## src/rtl/core/websocket_frame_decoder_assert.svh

```systemverilog
// Assertion macros shared by the frame decoder RTL.
// Depends on nothing; files that check their logic include this header.
`ifndef WEBSOCKET_FRAME_DECODER_ASSERT_SVH
`define WEBSOCKET_FRAME_DECODER_ASSERT_SVH

// Same-cycle implication, disabled while reset is high.
`define WSFD_ASSERT_NOW(label, clk, rst, ante, cons) \
   label: assert property (@(posedge clk) disable iff (rst) (ante) |-> (cons)) \
      else $error("wsfd: same-cycle check failed");

// Next-cycle implication, disabled while reset is high.
`define WSFD_ASSERT_NEXT(label, clk, rst, ante, cons) \
   label: assert property (@(posedge clk) disable iff (rst) (ante) |=> (cons)) \
      else $error("wsfd: next-cycle check failed");

`endif

```

## src/rtl/core/wsfd_pkg.sv

```systemverilog
// Shared types and constants of the WebSocket frame decoder.
// Depends on nothing; every other RTL file but the assertion header imports it.
`timescale 1ns / 1ps
`default_nettype none

package wsfd_pkg;

   localparam int unsigned BYTE_W   = 8;
   localparam int unsigned OPCODE_W = 4;
   localparam int unsigned LEN_W    = 64;
   localparam int unsigned KEY_W    = 32;
   localparam int unsigned EXT_W    = 4;
   localparam int unsigned KCNT_W   = 3;
   localparam int unsigned KIDX_W   = 2;

   localparam logic [6:0]        LEN_CODE_16  = 7'd126;
   localparam logic [6:0]        LEN_CODE_64  = 7'd127;
   localparam logic [EXT_W-1:0]  EXT_BYTES_16 = 4'd2;
   localparam logic [EXT_W-1:0]  EXT_BYTES_64 = 4'd8;
   localparam logic [KCNT_W-1:0] KEY_BYTE_CNT = 3'd4;

   typedef enum logic [2:0] {
      PH_HDR0 = 3'd0,
      PH_HDR1 = 3'd1,
      PH_EXT  = 3'd2,
      PH_KEY  = 3'd3,
      PH_DATA = 3'd4
   } wsfd_phase_type;

   typedef struct packed {
      logic [BYTE_W-1:0]   out_byte;
      logic [OPCODE_W-1:0] opcode;
      logic                payload_valid;
      logic [LEN_W-1:0]    frame_length;
      logic                last;
   } wsfd_result_type;

endpackage

`default_nettype wire

```

## src/rtl/core/wsfd_req_if.sv

```systemverilog
// Request channel: one raw stream byte per transaction.
// Depends on wsfd_pkg.
`timescale 1ns / 1ps
`default_nettype none

interface wsfd_req_if;
   import wsfd_pkg::*;

   logic              valid;
   logic              ready;
   logic [BYTE_W-1:0] in_byte;

   modport source (output valid, output in_byte, input ready);
   modport sink   (input valid, input in_byte, output ready);
endinterface

`default_nettype wire

```

## src/rtl/core/wsfd_rsp_if.sv

```systemverilog
// Response channel: one decoded payload byte or empty-frame marker per transaction.
// Depends on wsfd_pkg.
`timescale 1ns / 1ps
`default_nettype none

interface wsfd_rsp_if;
   import wsfd_pkg::*;

   logic                valid;
   logic                ready;
   logic [BYTE_W-1:0]   out_byte;
   logic [OPCODE_W-1:0] opcode;
   logic                payload_valid;
   logic [LEN_W-1:0]    frame_length;
   logic                last;

   modport source (output valid, output out_byte, output opcode, output payload_valid,
                   output frame_length, output last, input ready);
   modport sink   (input valid, input out_byte, input opcode, input payload_valid,
                   input frame_length, input last, output ready);
endinterface

`default_nettype wire

```

## src/rtl/core/wsfd_out_reg.sv

```systemverilog
// Result register of the frame decoder; drives the response channel.
// Depends on wsfd_pkg and wsfd_rsp_if.
`timescale 1ns / 1ps
`default_nettype none

module wsfd_out_reg (
   input  wire logic                      clock,
   input  wire logic                      reset,
   input  wire logic                      load,
   input  wire wsfd_pkg::wsfd_result_type res,
   output      logic                      slot_free,
   wsfd_rsp_if.source                     rsp_bus
);
   import wsfd_pkg::*;

   logic            rsp_valid_ff;
   logic            rsp_valid_in;
   wsfd_result_type rsp_data_ff;
   wsfd_result_type rsp_data_in;

   // A new result may land when the register is empty or is drained this cycle.
   assign slot_free = !rsp_valid_ff || rsp_bus.ready;

   always_comb begin
      rsp_valid_in = rsp_valid_ff;
      rsp_data_in  = rsp_data_ff;
      if (load) begin
         rsp_valid_in = 1'b1;
         rsp_data_in  = res;
      end else if (rsp_bus.ready) begin
         rsp_valid_in = 1'b0;
      end
   end

   always_ff @(posedge clock) begin
      if (reset) begin
         rsp_valid_ff <= 1'b0;
      end else begin
         rsp_valid_ff <= rsp_valid_in;
      end
   end

   always_ff @(posedge clock) begin
      rsp_data_ff <= rsp_data_in;
   end

   assign rsp_bus.valid         = rsp_valid_ff;
   assign rsp_bus.out_byte      = rsp_data_ff.out_byte;
   assign rsp_bus.opcode        = rsp_data_ff.opcode;
   assign rsp_bus.payload_valid = rsp_data_ff.payload_valid;
   assign rsp_bus.frame_length  = rsp_data_ff.frame_length;
   assign rsp_bus.last          = rsp_data_ff.last;

endmodule

`default_nettype wire

```

## src/rtl/core/wsfd_parser.sv

```systemverilog
// Input byte register and frame header/payload parser of the frame decoder.
// Depends on wsfd_pkg, wsfd_req_if and websocket_frame_decoder_assert.svh.
`timescale 1ns / 1ps
`default_nettype none

`include "websocket_frame_decoder_assert.svh"

module wsfd_parser (
   input  wire logic                      clock,
   input  wire logic                      reset,
   wsfd_req_if.sink                       req_bus,
   input  wire logic                      slot_free,
   output      logic                      load,
   output      wsfd_pkg::wsfd_result_type res
);
   import wsfd_pkg::*;

   // Input register
   logic              in_valid_ff;
   logic              in_valid_in;
   logic [BYTE_W-1:0] in_byte_ff;
   logic [BYTE_W-1:0] in_byte_in;
   logic              req_ready;
   logic              in_take;

   // Parse state
   wsfd_phase_type      phase_ff;
   wsfd_phase_type      phase_in;
   logic [OPCODE_W-1:0] frame_opcode_ff;
   logic [OPCODE_W-1:0] frame_opcode_in;
   logic                masked_ff;
   logic                masked_in;
   logic [EXT_W-1:0]    ext_bytes_left_ff;
   logic [EXT_W-1:0]    ext_bytes_left_in;
   logic [LEN_W-1:0]    payload_total_ff;
   logic [LEN_W-1:0]    payload_total_in;
   logic [LEN_W-1:0]    payload_left_ff;
   logic [LEN_W-1:0]    payload_left_in;
   logic [KEY_W-1:0]    mask_key_ff;
   logic [KEY_W-1:0]    mask_key_in;
   logic [KCNT_W-1:0]   key_cnt_ff;
   logic [KCNT_W-1:0]   key_cnt_in;
   logic [KIDX_W-1:0]   key_index_ff;
   logic [KIDX_W-1:0]   key_index_in;

   // Decode helpers
   logic [BYTE_W-1:0] b;
   logic [6:0]        len_code;
   logic              ext_code;
   logic              ext_done;
   logic              key_done;
   logic              data_last;
   logic              total_zero;
   logic              emit;
   logic [LEN_W-1:0]  total_new;
   logic [BYTE_W-1:0] key_byte;

   assign b          = in_byte_ff;
   assign len_code   = b[6:0];
   assign ext_code   = (len_code == LEN_CODE_16) || (len_code == LEN_CODE_64);
   assign ext_done   = (ext_bytes_left_ff == EXT_W'(1));
   assign key_done   = (key_cnt_ff == KCNT_W'(1));
   assign data_last  = (payload_left_ff == LEN_W'(1));

   // Payload length as it stands after this byte.
   always_comb begin
      unique case (phase_ff)
         PH_HDR1: total_new = ext_code ? '0 : LEN_W'(len_code);
         PH_EXT:  total_new = {payload_total_ff[LEN_W-BYTE_W-1:0], b};
         default: total_new = payload_total_ff;
      endcase
   end

   assign total_zero = (total_new == '0);

   always_comb begin
      unique case (key_index_ff)
         2'd0:    key_byte = mask_key_ff[31:24];
         2'd1:    key_byte = mask_key_ff[23:16];
         2'd2:    key_byte = mask_key_ff[15:8];
         default: key_byte = mask_key_ff[7:0];
      endcase
   end

   // Result of the byte in the input register, if any
   always_comb begin
      emit = 1'b0;
      unique case (phase_ff)
         PH_HDR1: emit = !ext_code && !b[7] && total_zero;
         PH_EXT:  emit = ext_done && !masked_ff && total_zero;
         PH_KEY:  emit = key_done && total_zero;
         PH_DATA: emit = 1'b1;
         default: emit = 1'b0;
      endcase
   end

   always_comb begin
      res.opcode        = frame_opcode_ff;
      res.frame_length  = total_new;
      if (phase_ff == PH_DATA) begin
         res.out_byte      = b ^ (masked_ff ? key_byte : '0);
         res.payload_valid = 1'b1;
         res.last          = data_last;
      end else begin
         res.out_byte      = '0;
         res.payload_valid = 1'b0;
         res.last          = 1'b1;
      end
   end

   // Hold the byte while its result has nowhere to go.
   assign in_take   = in_valid_ff && (!emit || slot_free);
   assign req_ready = !in_valid_ff || in_take;
   assign load      = in_take && emit;

   assign req_bus.ready = req_ready;

   always_comb begin
      in_valid_in = req_ready ? req_bus.valid : in_valid_ff;
      in_byte_in  = (req_bus.valid && req_ready) ? req_bus.in_byte : in_byte_ff;
   end

   // Next phase
   always_comb begin
      phase_in = phase_ff;
      if (in_take) begin
         unique case (phase_ff)
            PH_HDR1: begin
               if (ext_code) begin
                  phase_in = PH_EXT;
               end else if (b[7]) begin
                  phase_in = PH_KEY;
               end else begin
                  phase_in = total_zero ? PH_HDR0 : PH_DATA;
               end
            end
            PH_EXT: begin
               if (ext_done) begin
                  if (masked_ff) begin
                     phase_in = PH_KEY;
                  end else begin
                     phase_in = total_zero ? PH_HDR0 : PH_DATA;
                  end
               end
            end
            PH_KEY: begin
               if (key_done) begin
                  phase_in = total_zero ? PH_HDR0 : PH_DATA;
               end
            end
            PH_DATA: begin
               if (data_last) begin
                  phase_in = PH_HDR0;
               end
            end
            default: phase_in = PH_HDR1;
         endcase
      end
   end

   // Frame state updates
   always_comb begin
      frame_opcode_in   = frame_opcode_ff;
      masked_in         = masked_ff;
      ext_bytes_left_in = ext_bytes_left_ff;
      payload_total_in  = payload_total_ff;
      payload_left_in   = payload_left_ff;
      mask_key_in       = mask_key_ff;
      key_cnt_in        = key_cnt_ff;
      key_index_in      = key_index_ff;
      if (in_take) begin
         unique case (phase_ff)
            PH_HDR1: begin
               masked_in        = b[7];
               payload_total_in = total_new;
               if (ext_code) begin
                  ext_bytes_left_in = (len_code == LEN_CODE_64) ? EXT_BYTES_64 : EXT_BYTES_16;
               end else if (b[7]) begin
                  key_cnt_in = KEY_BYTE_CNT;
               end else if (!total_zero) begin
                  payload_left_in = total_new;
                  key_index_in    = '0;
               end
            end
            PH_EXT: begin
               payload_total_in  = total_new;
               ext_bytes_left_in = ext_bytes_left_ff - EXT_W'(1);
               if (ext_done) begin
                  if (masked_ff) begin
                     key_cnt_in = KEY_BYTE_CNT;
                  end else if (!total_zero) begin
                     payload_left_in = total_new;
                     key_index_in    = '0;
                  end
               end
            end
            PH_KEY: begin
               mask_key_in = {mask_key_ff[KEY_W-BYTE_W-1:0], b};
               key_cnt_in  = key_cnt_ff - KCNT_W'(1);
               if (key_done && !total_zero) begin
                  payload_left_in = total_new;
                  key_index_in    = '0;
               end
            end
            PH_DATA: begin
               payload_left_in = payload_left_ff - LEN_W'(1);
               key_index_in    = key_index_ff + KIDX_W'(1);
            end
            default: frame_opcode_in = b[OPCODE_W-1:0];
         endcase
      end
   end

   always_ff @(posedge clock) begin
      if (reset) begin
         in_valid_ff       <= 1'b0;
         phase_ff          <= PH_HDR0;
         frame_opcode_ff   <= '0;
         masked_ff         <= 1'b0;
         ext_bytes_left_ff <= '0;
         payload_total_ff  <= '0;
         payload_left_ff   <= '0;
         mask_key_ff       <= '0;
         key_cnt_ff        <= '0;
         key_index_ff      <= '0;
      end else begin
         in_valid_ff       <= in_valid_in;
         phase_ff          <= phase_in;
         frame_opcode_ff   <= frame_opcode_in;
         masked_ff         <= masked_in;
         ext_bytes_left_ff <= ext_bytes_left_in;
         payload_total_ff  <= payload_total_in;
         payload_left_ff   <= payload_left_in;
         mask_key_ff       <= mask_key_in;
         key_cnt_ff        <= key_cnt_in;
         key_index_ff      <= key_index_in;
      end
   end

   always_ff @(posedge clock) begin
      in_byte_ff <= in_byte_in;
   end

   `WSFD_ASSERT_NOW(a_data_left_nonzero, clock, reset, phase_ff == PH_DATA, payload_left_ff != '0)
   `WSFD_ASSERT_NOW(a_key_count_live, clock, reset, phase_ff == PH_KEY, key_cnt_ff != '0)
   `WSFD_ASSERT_NOW(a_ext_count_live, clock, reset, phase_ff == PH_EXT, ext_bytes_left_ff != '0)
   `WSFD_ASSERT_NEXT(a_last_ends_frame, clock, reset, load && res.last, phase_ff == PH_HDR0)

endmodule

`default_nettype wire

```

## src/rtl/core/websocket_frame_decoder.sv

```systemverilog
// A byte accepted is held in the input register, parsed and loaded into the response
// register. Throughput: one byte per cycle while the response register has room, set
// by the single-pass parser. Header bytes produce no response but for the last header
// byte of an empty frame; a byte with a result waits while the response register is
// full and not drained. Reset: synchronous, active high; parser returns to awaiting a
// frame's first byte. Depends on wsfd_pkg, interfaces, parser, out_reg.
`timescale 1ns / 1ps
`default_nettype none

module websocket_frame_decoder (
   input wire logic clock,
   input wire logic reset,
   wsfd_req_if.sink   req_bus,
   wsfd_rsp_if.source rsp_bus
);
   import wsfd_pkg::*;

   logic            load;
   logic            slot_free;
   wsfd_result_type res;

   wsfd_parser u_parser (
      .clock     (clock),
      .reset     (reset),
      .req_bus   (req_bus),
      .slot_free (slot_free),
      .load      (load),
      .res       (res)
   );

   wsfd_out_reg u_out_reg (
      .clock     (clock),
      .reset     (reset),
      .load      (load),
      .res       (res),
      .slot_free (slot_free),
      .rsp_bus   (rsp_bus)
   );

endmodule

`default_nettype wire
```

## src/flat_wrapper.sv

```systemverilog
// flat-port wrapper written by rule: the top's interface ports become plain ports
module websocket_frame_decoder_flat import wsfd_pkg::*;
  (clock, reset, req_bus_valid, req_bus_in_byte, req_bus_ready, rsp_bus_valid, rsp_bus_out_byte, rsp_bus_opcode, rsp_bus_payload_valid, rsp_bus_frame_length, rsp_bus_last, rsp_bus_ready);
  wsfd_req_if req_bus_i ();
  wsfd_rsp_if rsp_bus_i ();
  input wire logic clock;
  input wire logic reset;
  input wire logic [$bits(req_bus_i.valid)-1:0] req_bus_valid;
  input wire logic [$bits(req_bus_i.in_byte)-1:0] req_bus_in_byte;
  output wire logic [$bits(req_bus_i.ready)-1:0] req_bus_ready;
  output wire logic [$bits(rsp_bus_i.valid)-1:0] rsp_bus_valid;
  output wire logic [$bits(rsp_bus_i.out_byte)-1:0] rsp_bus_out_byte;
  output wire logic [$bits(rsp_bus_i.opcode)-1:0] rsp_bus_opcode;
  output wire logic [$bits(rsp_bus_i.payload_valid)-1:0] rsp_bus_payload_valid;
  output wire logic [$bits(rsp_bus_i.frame_length)-1:0] rsp_bus_frame_length;
  output wire logic [$bits(rsp_bus_i.last)-1:0] rsp_bus_last;
  input wire logic [$bits(rsp_bus_i.ready)-1:0] rsp_bus_ready;
  assign req_bus_i.valid = req_bus_valid;
  assign req_bus_i.in_byte = req_bus_in_byte;
  assign req_bus_ready = req_bus_i.ready;
  assign rsp_bus_valid = rsp_bus_i.valid;
  assign rsp_bus_out_byte = rsp_bus_i.out_byte;
  assign rsp_bus_opcode = rsp_bus_i.opcode;
  assign rsp_bus_payload_valid = rsp_bus_i.payload_valid;
  assign rsp_bus_frame_length = rsp_bus_i.frame_length;
  assign rsp_bus_last = rsp_bus_i.last;
  assign rsp_bus_i.ready = rsp_bus_ready;
  websocket_frame_decoder u_core (.clock(clock), .reset(reset), .req_bus(req_bus_i), .rsp_bus(rsp_bus_i));
endmodule
```

## config.mk

```make
export PLATFORM = sky130hd
export DESIGN_NAME = websocket_frame_decoder_flat
export DESIGN_NICKNAME = d
export VERILOG_FILES = /design/src/rtl/core/wsfd_pkg.sv /design/src/rtl/core/wsfd_req_if.sv /design/src/rtl/core/wsfd_rsp_if.sv /design/src/rtl/core/wsfd_out_reg.sv /design/src/rtl/core/wsfd_parser.sv /design/src/rtl/core/websocket_frame_decoder.sv /design/src/flat_wrapper.sv
export VERILOG_INCLUDE_DIRS = /design/src /design/src/rtl/core
export SDC_FILE = /design/constraint.sdc
export NUM_CORES = 1
export LEC_CHECK = 0
export BUFFER_PORTS_ARGS = -buffer_cell sky130_fd_sc_hd__buf_2
export CAP_MARGIN = 10
export CORE_ASPECT_RATIO = 0.75
export CORE_UTILIZATION = 60
export DETAILED_ROUTE_END_ITERATION = 10
export HOLD_SLACK_MARGIN = 0.03
export PLACE_DENSITY = 0.79
export SLEW_MARGIN = 10
export SYNTH_ARGS = -nofsm -noshare
export SYNTH_HDL_FRONTEND = slang
export SYNTH_SLANG_ARGS = --single-unit
export TNS_END_PERCENT = 10
```

## constraint.sdc

```tcl
create_clock -name clock -period 17.58 [get_ports clock]
set_clock_uncertainty 0.15 [all_clocks]
set_input_delay 0.879 -clock clock [delete_from_list [all_inputs] [get_ports clock]]
set_output_delay 0.879 -clock clock [all_outputs]
set_load 0.1 [all_outputs]
```

==> results of run 1 <==
## cell usage after synthesis (20+ instances only)
library cell  number
nor2_1            93
nand4_1           64
nor3b_1           40
a211oi_1          22
nor4_1            28
nor2b_1           20
nor3_1            45
o21ai_0          101
inv_1             58
a21oi_1          130
a221oi_1          39
mux2i_1           38
clkbuf_1          89
o311ai_0          21
nand2_1          127
buf_2             32
o31ai_1           42
dfxtp_1          179
nand3_1           32
edfxtp_1          86
o211ai_1          25
## per-stage QoR
| stage | hold WS [ps] | util, % | power, W |
|---|---|---|---|
| floorplan | 258.0 | - | 0.0008341 |
| finish | 278.6 | 66.67 | 0.001439 |
| global placement | 263.8 | 63.16 | 0.0009047 |
| global route | 278.7 | 66.64 | 0.001476 |
| CTS | 279.3 | 66.64 | 0.001429 |
| detailed placement | 274.0 | 63.18 | 0.0009060 |
## logic make-up (layout without fill, tap and decap cells)
| logic type | Yosys count | count (layout) | synth area share, % |
|---|---|---|---|
| compound gates | 499 | 499 | 23.81 |
| xor+xnor | 10 | 10 | 0.6215 |
| fa+ha+maj | 10 | 10 | 0.8878 |
| buf+inv | 201 | 225 | 6.285 |
| flops | 265 | 265 | 43.75 |
| mux | 38 | 38 | 2.699 |
| other cells | 0 | 3 | 0 |
| simple gates | 561 | 561 | 21.95 |
## cells in the final DEF, fill, tap and decap left out, drive strengths merged, types with 11 or more instances in the layout
cell type,netlist,routed
a211oi,22,22
a21oi,130,130
a221oi,41,41
a222oi,12,12
a22oi,15,15
a31oi,11,11
buf,52,118
clkbuf,90,37
dfxtp,179,179
edfxtp,86,86
inv,58,59
mux2i,38,38
nand2,127,127
nand2b,12,12
nand3,32,32
nand4,65,65
nor2,95,95
nor2b,20,20
nor3,53,53
nor3b,41,41
nor4,30,30
o211ai,25,25
o21ai,110,110
o311ai,22,22
o31ai,42,42
or3,18,18
## area by class of cell
type	instances	share of cell area, %
multi-input combinational	1118	46.36
inverter	59	1.444
antenna	3	0.04895
clock buffer	37	4.716
tap	300	2.448
sequential	265	40.22
timing repair buffer	118	4.291
clock inverter	11	0.4732
## sequential cells by signal, indices dropped and copies added (netlist names)
signal                                  cells
u_core.u_out_reg.rsp_bus.valid              1
u_core.u_parser.b                           8
u_core.u_parser.frame_opcode_ff             4
u_core.u_out_reg.rsp_bus.opcode             4
u_core.u_parser.masked_ff                   1
u_core.u_out_reg.rsp_bus.last               1
u_core.u_parser.key_index_ff                2
u_core.u_parser.mask_key_ff                32
u_core.u_out_reg.rsp_bus.frame_length      64
u_core.u_parser.ext_bytes_left_ff           4
u_core.u_out_reg.rsp_bus.out_byte           8
u_core.u_parser.key_cnt_ff                  3
u_core.u_out_reg.rsp_bus.payload_valid      1
u_core.u_parser.phase_ff                    3
u_core.u_parser.payload_left_ff            64
u_core.u_parser.payload_total_ff           64
u_core.u_parser.in_valid_ff                 1
## metal layers
metal	part of all wire, %	global-route usage, %	up-vias
met4	4.7	17.18	0
met2	40	54.40	961
li1	-	-	6086
met5	0	0	-
met1	41	58.42	6437
met3	14	13.63	158
## critical path: cells and delay by family, from the launching register on
| family | cells | cell delay [ps] |
|---|---|---|
| AND/OR/NAND/NOR | 3 | 840 |
| AO/OA/AOI/OAI | 4 | 2280 |
| buffers and inverters | 3 | 1010 |
| flip-flops | 1 | 380 |
## power by group through the flow
stage               sequential [W]  clock, W  combinational (W)
global route              0.000654  0.000557           0.000265
finish                    0.000653  0.000534           0.000251
global placement          0.000666         0           0.000239
CTS                       0.000652  0.000536           0.000241
detailed placement        0.000666         0           0.000240
floorplan                 0.000670         0           0.000164
## path summary, 6_finish.rpt
kind / endpoint / cells after the start
worst min register to register: u_core.u_out_reg.rsp_bus.opcode[2] / 0
worst max-delay path: req_bus_ready / 10
worst min-delay path: u_core.u_out_reg.rsp_bus.opcode[2] / 0
worst max register to register: u_core.u_out_reg.rsp_bus.frame_length[44] / 11
==> metrics.md, run 1 <==
| Metric | Value |
|---|---|
| RSZ-0062 raised after global routing | false |
| TritonCTS clock tree | yes |
| P_sw | 0.0004498 W |
| Global route overflow | 0 |
| Most frequent cell on the critical path | buf_4 |
| P_leak | 5.654 nW |
| CTS clk-pin slew, worst paths | 70 ps |
| Max Cap Viol | 0 |
| Clk buf depth | 3 |
| Placed cell areas | 14530 um^2 |
| FF-to-FF Start | u_core.u_parser.phase_ff[1] |
| Post-route insts no fill | 1911 |
| First-pass GRT wire length | 73.40 mm |
| Mapped Nets | 1606 |
| Cell variety after synth | 78 |
| Final worst slack | 11460 ps |
| Clock power frac | 37.1% |
| Post-synthesis cell area | 14090 um^2 |
| Multi-input logic area | 7109 um^2 |
| Die width | 179.0 um |
| Slew margin rel. | 6.363% |
| Power per Cell Area | 93.82 nW/um^2 |
| Tmin final | 6123 ps |
| Root Driver | clkbuf_16 |
| TNS Setup | 0 ps |
| Register area share after synthesis | 43.75% |
| Rows | 48 |
| Filler cells | 1860 |
| Total track usage | 40.47% |
| Yosys warning count | 0 |
| Combinational Power Share | 17.5% |
| Num Clock Sinks | 265 |
| Initial core utilization | 61.27% |
| Final HPWL DP | 33.84 mm |
| Critical Path Fanout Max | 74 |
| Critical Path AT | 5090 ps |
| Vias in the first global route | 11.78k |
| Final period util | 34.83% |
| Placed Cells | 1860 |
| ANT nets after route | 0 |
| I/O pins | 92 |
| HP Start | u_core.u_parser.frame_opcode_ff[2] |
| DRC | 0 |
| Final WL | 49.79 mm |
| H-Tree Depth | 1 |
| Synth top area cells | dfxtp_1, edfxtp_1, a21oi_1 |
| Final setup viols | 0 |
| Layout cells sized above 1 | 12.56% |
| Instance count of the mapped netlist | 1584 |
| Cell taking the most area after synthesis | dfxtp_1 |
| Via-to-Cell Ratio | 7.139 |
| Final Hold Viols | 0 |
| Drt wl/cell | 26.05 um |
| Worst slew pin tran | 1405 ps |
| Reg area | 6168 um^2 |
| Status | finished, final reports clean |
| DR iter-0 viols | 2152 |
| Syn avg cell area | 8.897 um^2 |
| Critical path type | register to output port |
| DR vias | 13.64k |
| # resized after CTS | 0 |
| Synth-to-Final Area Change | 8.816% |
| Synth async-reset ratio | 0% |
| Maximum vdd ir drop | 0.00009109 V |
| FF-to-FF setup slack | 11530 ps |
| Final instance area | 15340 um^2 |
| CP max stage delay | 1220 ps |
| Pre-CTS setup slack | 11720 ps |
| Crit. End Element | output port |
| Int Power | 0.0009890 W |
| Share of the synthesized area in the top cell type | 25.43% |
| # Post-CTS Setup Buffers | 0 |
| Number of hold buffers added after cts | 0 |
| Drt first pass iters | 9 |
| Sequential Power Share | 45.4% |
| Die area | 24110 um^2 |
| Worst Setup SP | u_core.u_parser.phase_ff[1] |
| Slowest CP cell | a221oi_1 |
| Startpoint types | register |
| Core ar. | 23000 um^2 |
| Initial antenna violation count | 3 |
| Final Max Tran Viols | 0 |
| Number of synthesized flops with an enable pin | 86 |
| HP Class | register to register |
| Port bufs | 91 |
| Pin count of the biggest net entering global routing | 96 |
| Nets | 1610 |
| Ys flop type | dfxtp_1 |
| Die H | 134.7 um |
| Worst skew pair latency | 550 ps |
| Cts bufs inserted | 26 |
| Switching share of power | 31.26% |
| RePlAce Congestion | 0.9773 |
| Max Freq | 163.3 MHz |
| Critical path required time | 16550 ps |
| Register bit count reported by yosys | 265 |
| CP Cell Sequence | buf_4 > a21o_1 > buf_4 > a221oi_1 > o2111ai_1 > nor4_2 > nand4_2 > o31ai_1 > nand3_1 > buf_2 |
Power figures use the tool's default switching activity.
==> inputs of run 2 (changes only) <==
--- a/config.mk
+++ b/config.mk
@@ -6,13 +6,14 @@
 export SDC_FILE = /design/constraint.sdc
 export NUM_CORES = 1
 export LEC_CHECK = 0
+export ABC_AREA = 1
 export BUFFER_PORTS_ARGS = -buffer_cell sky130_fd_sc_hd__buf_2
 export CAP_MARGIN = 10
 export CORE_ASPECT_RATIO = 0.75
-export CORE_UTILIZATION = 60
+export CORE_UTILIZATION = 55
 export DETAILED_ROUTE_END_ITERATION = 10
 export HOLD_SLACK_MARGIN = 0.03
-export PLACE_DENSITY = 0.79
+export PLACE_DENSITY = 0.76
 export SLEW_MARGIN = 10
 export SYNTH_ARGS = -nofsm -noshare
 export SYNTH_HDL_FRONTEND = slang
==> constraint.sdc (replaced) <==
create_clock -name clock -period 5.3 [get_ports clock]
set_clock_uncertainty 0.15 [all_clocks]
set_input_delay 0.265 -clock clock [delete_from_list [all_inputs] [get_ports clock]]
set_output_delay 0.265 -clock clock [all_outputs]
set_load 0.1 [all_outputs]
==> run 2 against run 1 <==
Net effect: first-iteration DRC count down 19%; combinational power increased to 4.5 times the previous value; non-clock buffer count down 2; global-route usage fell by 9.4 points; register-to-register slack got worse by 11000 ps; largest power group unchanged; highest routed layer unchanged.
==> metrics.md, run 2 <==
| Metric | Value |
|---|---|
| Share of the synthesized area in the top cell type | 26.07% (+0.65 points) |
| HP Start | reset |
| Global route overflow | 0 (unchanged) |
| Post-route insts no fill | 2344 (+23%) |
| Post-synth top cells | nor2_1, nand2_1, dfxtp_1 |
| Num Clock Sinks | 265 (unchanged) |
| Core ar. | 24220 um^2 (+5.3%) |
| Post-synthesis simple-gate area fraction | 33.63% (+12 points) |
| Final instance area | 15210 um^2 (-0.83%) |
| CP max stage delay | 530 ps (-690 ps) |
| Top-count cell post-synth | nor2_1 |
| Final Hold Viols | 0 (unchanged) |
| Root Driver | clkbuf_16 |
| Multi-input logic area | 6538 um^2 (-8.0%) |
| # resized after CTS | 0 (unchanged) |
| Instance count of the mapped netlist | 1946 (+23%) |
| RSZ-0062 raised after global routing | false |
| Most frequent cells in the layout | nor2_1, nand2_1, dfxtp_1, inv_1, nand3_1 |
| Vias in the first global route | 11.61k (-1.5%) |
| Critical path required time | 5570 ps (-10980 ps) |
| First-pass GRT wire length | 62.87 mm (-14%) |
| H-Tree Depth | 1 (unchanged) |
| Clock power frac | 35.6% (-1.5 points) |
| Placed cell areas | 14250 um^2 (-1.9%) |
| DR top layer | met4 |
| Mux share of post-synthesis cell area | 0.5098% (-2.2 points) |
| DR iter-0 viols | 1736 (-19%) |
| Synth-to-Final Area Change | 10.66% |
| HP Class | input port to register |
| Die area | 25630 um^2 (+6.3%) |
| Worst Reg2Reg Path Length in Cells | 18 (+7) |
| Register area share after synthesis | 44.87% (+1.1 points) |
| Layout cells sized above 1 | 9.190% (-3.4 points) |
| Post-synthesis cell area | 13740 um^2 (-2.5%) |
| Critical Path AT | 4640 ps (-450 ps) |
| Worst slew pin tran | 1186 ps (-218.9 ps) |
| Main combinational cell family by area after synthesis | simple AND/OR/NAND/NOR gates |
| Synth top area cells | dfxtp_1, edfxtp_1, nor2_1 |
| Final setup viols | 0 (unchanged) |
| Slowest CP cell | nand2_4 |
| Hold path depth | 2 (+2) |
| Int Power | 0.003569 W (+260%) |
| Cell variety after synth | 43 (-45%) |
| Wl on met1 | 17.74 mm (-13%) |
| Initial core utilization | 56.75% (-4.5 points) |
| Final period util | 82.51% |
| Slew margin rel. | 20.96% (+15 points) |
| Total track usage | 31.06% (-9.4 points) |
| I/O pins | 92 (unchanged) |
| Final WL | 40.34 mm (-19%) |
| Die H | 138.9 um (+3.1%) |
| Post-synthesis xor/xnor area fraction | 2.613% (+2.0 points) |
| Switching share of power | 32.10% (+0.84 points) |
| Post-Synth Adder-Cell Area | 0.9104% (+0.023 points) |
| Synth Area in Compound Gates | 9.832% (-14 points) |
| Placed Cells | 2286 (+23%) |
| Ant. Diodes | 0 (-3) |
| Max Freq | 228.7 MHz |
| Cts bufs inserted | 26 (unchanged) |
| Maximum vdd ir drop | 0.0002227 V (+140%) |
| Yosys warning count | 0 (unchanged) |
| Number of synthesized flops with an enable pin | 86 (unchanged) |
| FF-to-FF Start | u_core.u_parser.phase_ff[0] |
| ANT nets after route | 0 (unchanged) |
| Critical Path Fanout Max | 64 (-14%) |
| Fin Hold WS | 181.3 ps (-97.29 ps) |
| Rows | 49 (+2.1%) |
| Final Max Tran Viols | 0 (unchanged) |
| Drt first pass iters | 6 (-3) |
| Register bit count reported by yosys | 265 (unchanged) |
| Synth async-reset ratio | 0% (unchanged) |
| Worst Setup SP | u_core.u_parser.phase_ff[0] |
| Syn avg cell area | 7.062 um^2 (-21%) |
| Pre-CTS setup slack | 1118 ps (-10600 ps) |
| DR vias | 13.11k (-3.9%) |
| Startpoint types | register |
| Sequential Power Share | 42.6% (-2.8 points) |
| Nets | 2015 (+25%) |
| TNS Setup | 0 ps (unchanged) |
| Wire length on met3 | 3.846 mm (-47%) |
| Combinational Power Share | 21.7% (+4.2 points) |
| Worst skew pair latency | 550 ps (about the same) |
| Mapped Nets | 1968 (+23%) |
| Filler cells | 2179 (+17%) |
| Critical path type | register to register |
| Pin count of the biggest net entering global routing | 86 (-10%) |
| Most common cell after layout, fill and taps aside | nor2_1 |
| Drt wl/cell | 17.21 um (-34%) |
| CP Cell Sequence | nor2_1 > nand2_2 > buf_4 > nand2_2 > buf_4 > o21ai_1 > nor2_1 > nand2_1 > nor2_1 > nand2_1 > nor2_1 > nand3_2 > nand2_4 > a21oi_4 > buf_4 > nand2_4 > nor2_1 > nor2_1 |
| TritonCTS clock tree | yes |
| Via-to-Cell Ratio | 5.593 (-22%) |
| P_sw | 0.001687 W (+280%) |
| Status | finished, final reports clean |
| RePlAce Congestion | 0.9315 (-4.7%) |
| Ys flop type | dfxtp_1 |
| Die width | 184.5 um (+3.1%) |
| Crit. End Element | register |
| DRC | 0 (unchanged) |
| Power per Cell Area | 345.6 nW/um^2 (+270%) |
| Final HPWL DP | 26.99 mm (-20%) |
| P_leak | 6.955 nW (+23%) |
| Cell taking the most area after synthesis | dfxtp_1 |
| Clk buf depth | 3 (unchanged) |
| Port bufs | 91 (unchanged) |
| Most frequent cell on the critical path | nor2_1 |
| CTS clk-pin slew, worst paths | 70 ps (about the same) |
| Reg area | 6166 um^2 (about the same) |
| Final worst slack | 927.0 ps (-10530 ps) |
| Met2 Wirelength | 17.34 mm (-13%) |
| Tmin final | 4373 ps |
| Max Cap Viol | 0 (unchanged) |
| Initial antenna violation count | 0 (-3) |
[run 2: per-stage QoR]
stage / util (%) / total power (W)
floorplan: - / 0.003114
global placement: 58.86 / 0.003368
detailed placement: 58.86 / 0.003382
CTS: 62.80 / 0.005235
global route: 62.80 / 0.005471
finish: 62.80 / 0.005256
[run 2: cells by family (layout without fill, tap and decap cells)]
family	Yosys count	in the layout
xor+xnor	41	41
mux	7	7
flops	265	265
fa+ha+maj	10	10
simple gates	1130	1130
compound gates	252	252
buf+inv	241	308
[run 2: critical path, delay by kind of cell, from the launching register on]
kind | cells | cell delay [ps]
and+or+nand+nor | 13 | 1820
DFF | 1 | 390
AOI/OAI and AO/OA | 2 | 610
buffers and inverters | 3 | 1200
[run 2: power groups by stage]
stage               Combinational, W  Clock (W)  Sequential [W]
floorplan                   0.000762          0         0.00235
global placement             0.00109          0         0.00228
detailed placement           0.00110          0         0.00228
CTS                          0.00111    0.00188         0.00224
global route                 0.00126    0.00197         0.00225
finish                       0.00114    0.00187         0.00224
[run 2: metal layers]
| layer | global-route usage [%] | vias to the layer above |
|---|---|---|
| met5 | 0 | - |
| li1 | - | 6352 |
| met3 | 5.804 | 90 |
| met2 | 45.40 | 673 |
| met4 | 11.36 | 0 |
| met1 | 45.44 | 5995 |
[run 2: worst paths after layout]
| kind | to | slack (ps) |
|---|---|---|
| hold / removal | u_core.u_out_reg.rsp_bus.valid | 180 |
| hold reg to reg | u_core.u_out_reg.rsp_bus.opcode[1] | 280 |
| setup reg to reg | u_core.u_parser.payload_total_ff[51] | 930 |
| setup / recovery | u_core.u_parser.payload_total_ff[51] | 930 |
[run 2: area by class of cell]
cell class / instances / area share [%]
Inverter: 144 / 3.571
Tap cell: 331 / 2.723
Timing Repair Buffer: 116 / 4.558
Sequential cell: 265 / 40.54
Clock inverter: 7 / 0.4278
Multi-Input combinational cell: 1440 / 42.99
Clock buffer: 41 / 5.191
[run 2: timing repair]
item                                   CTS  global route
setup buffers                            0             0
hold buffers                            10             0
endpoints found under the hold margin   10             0
setup endpoints to repair                0             0
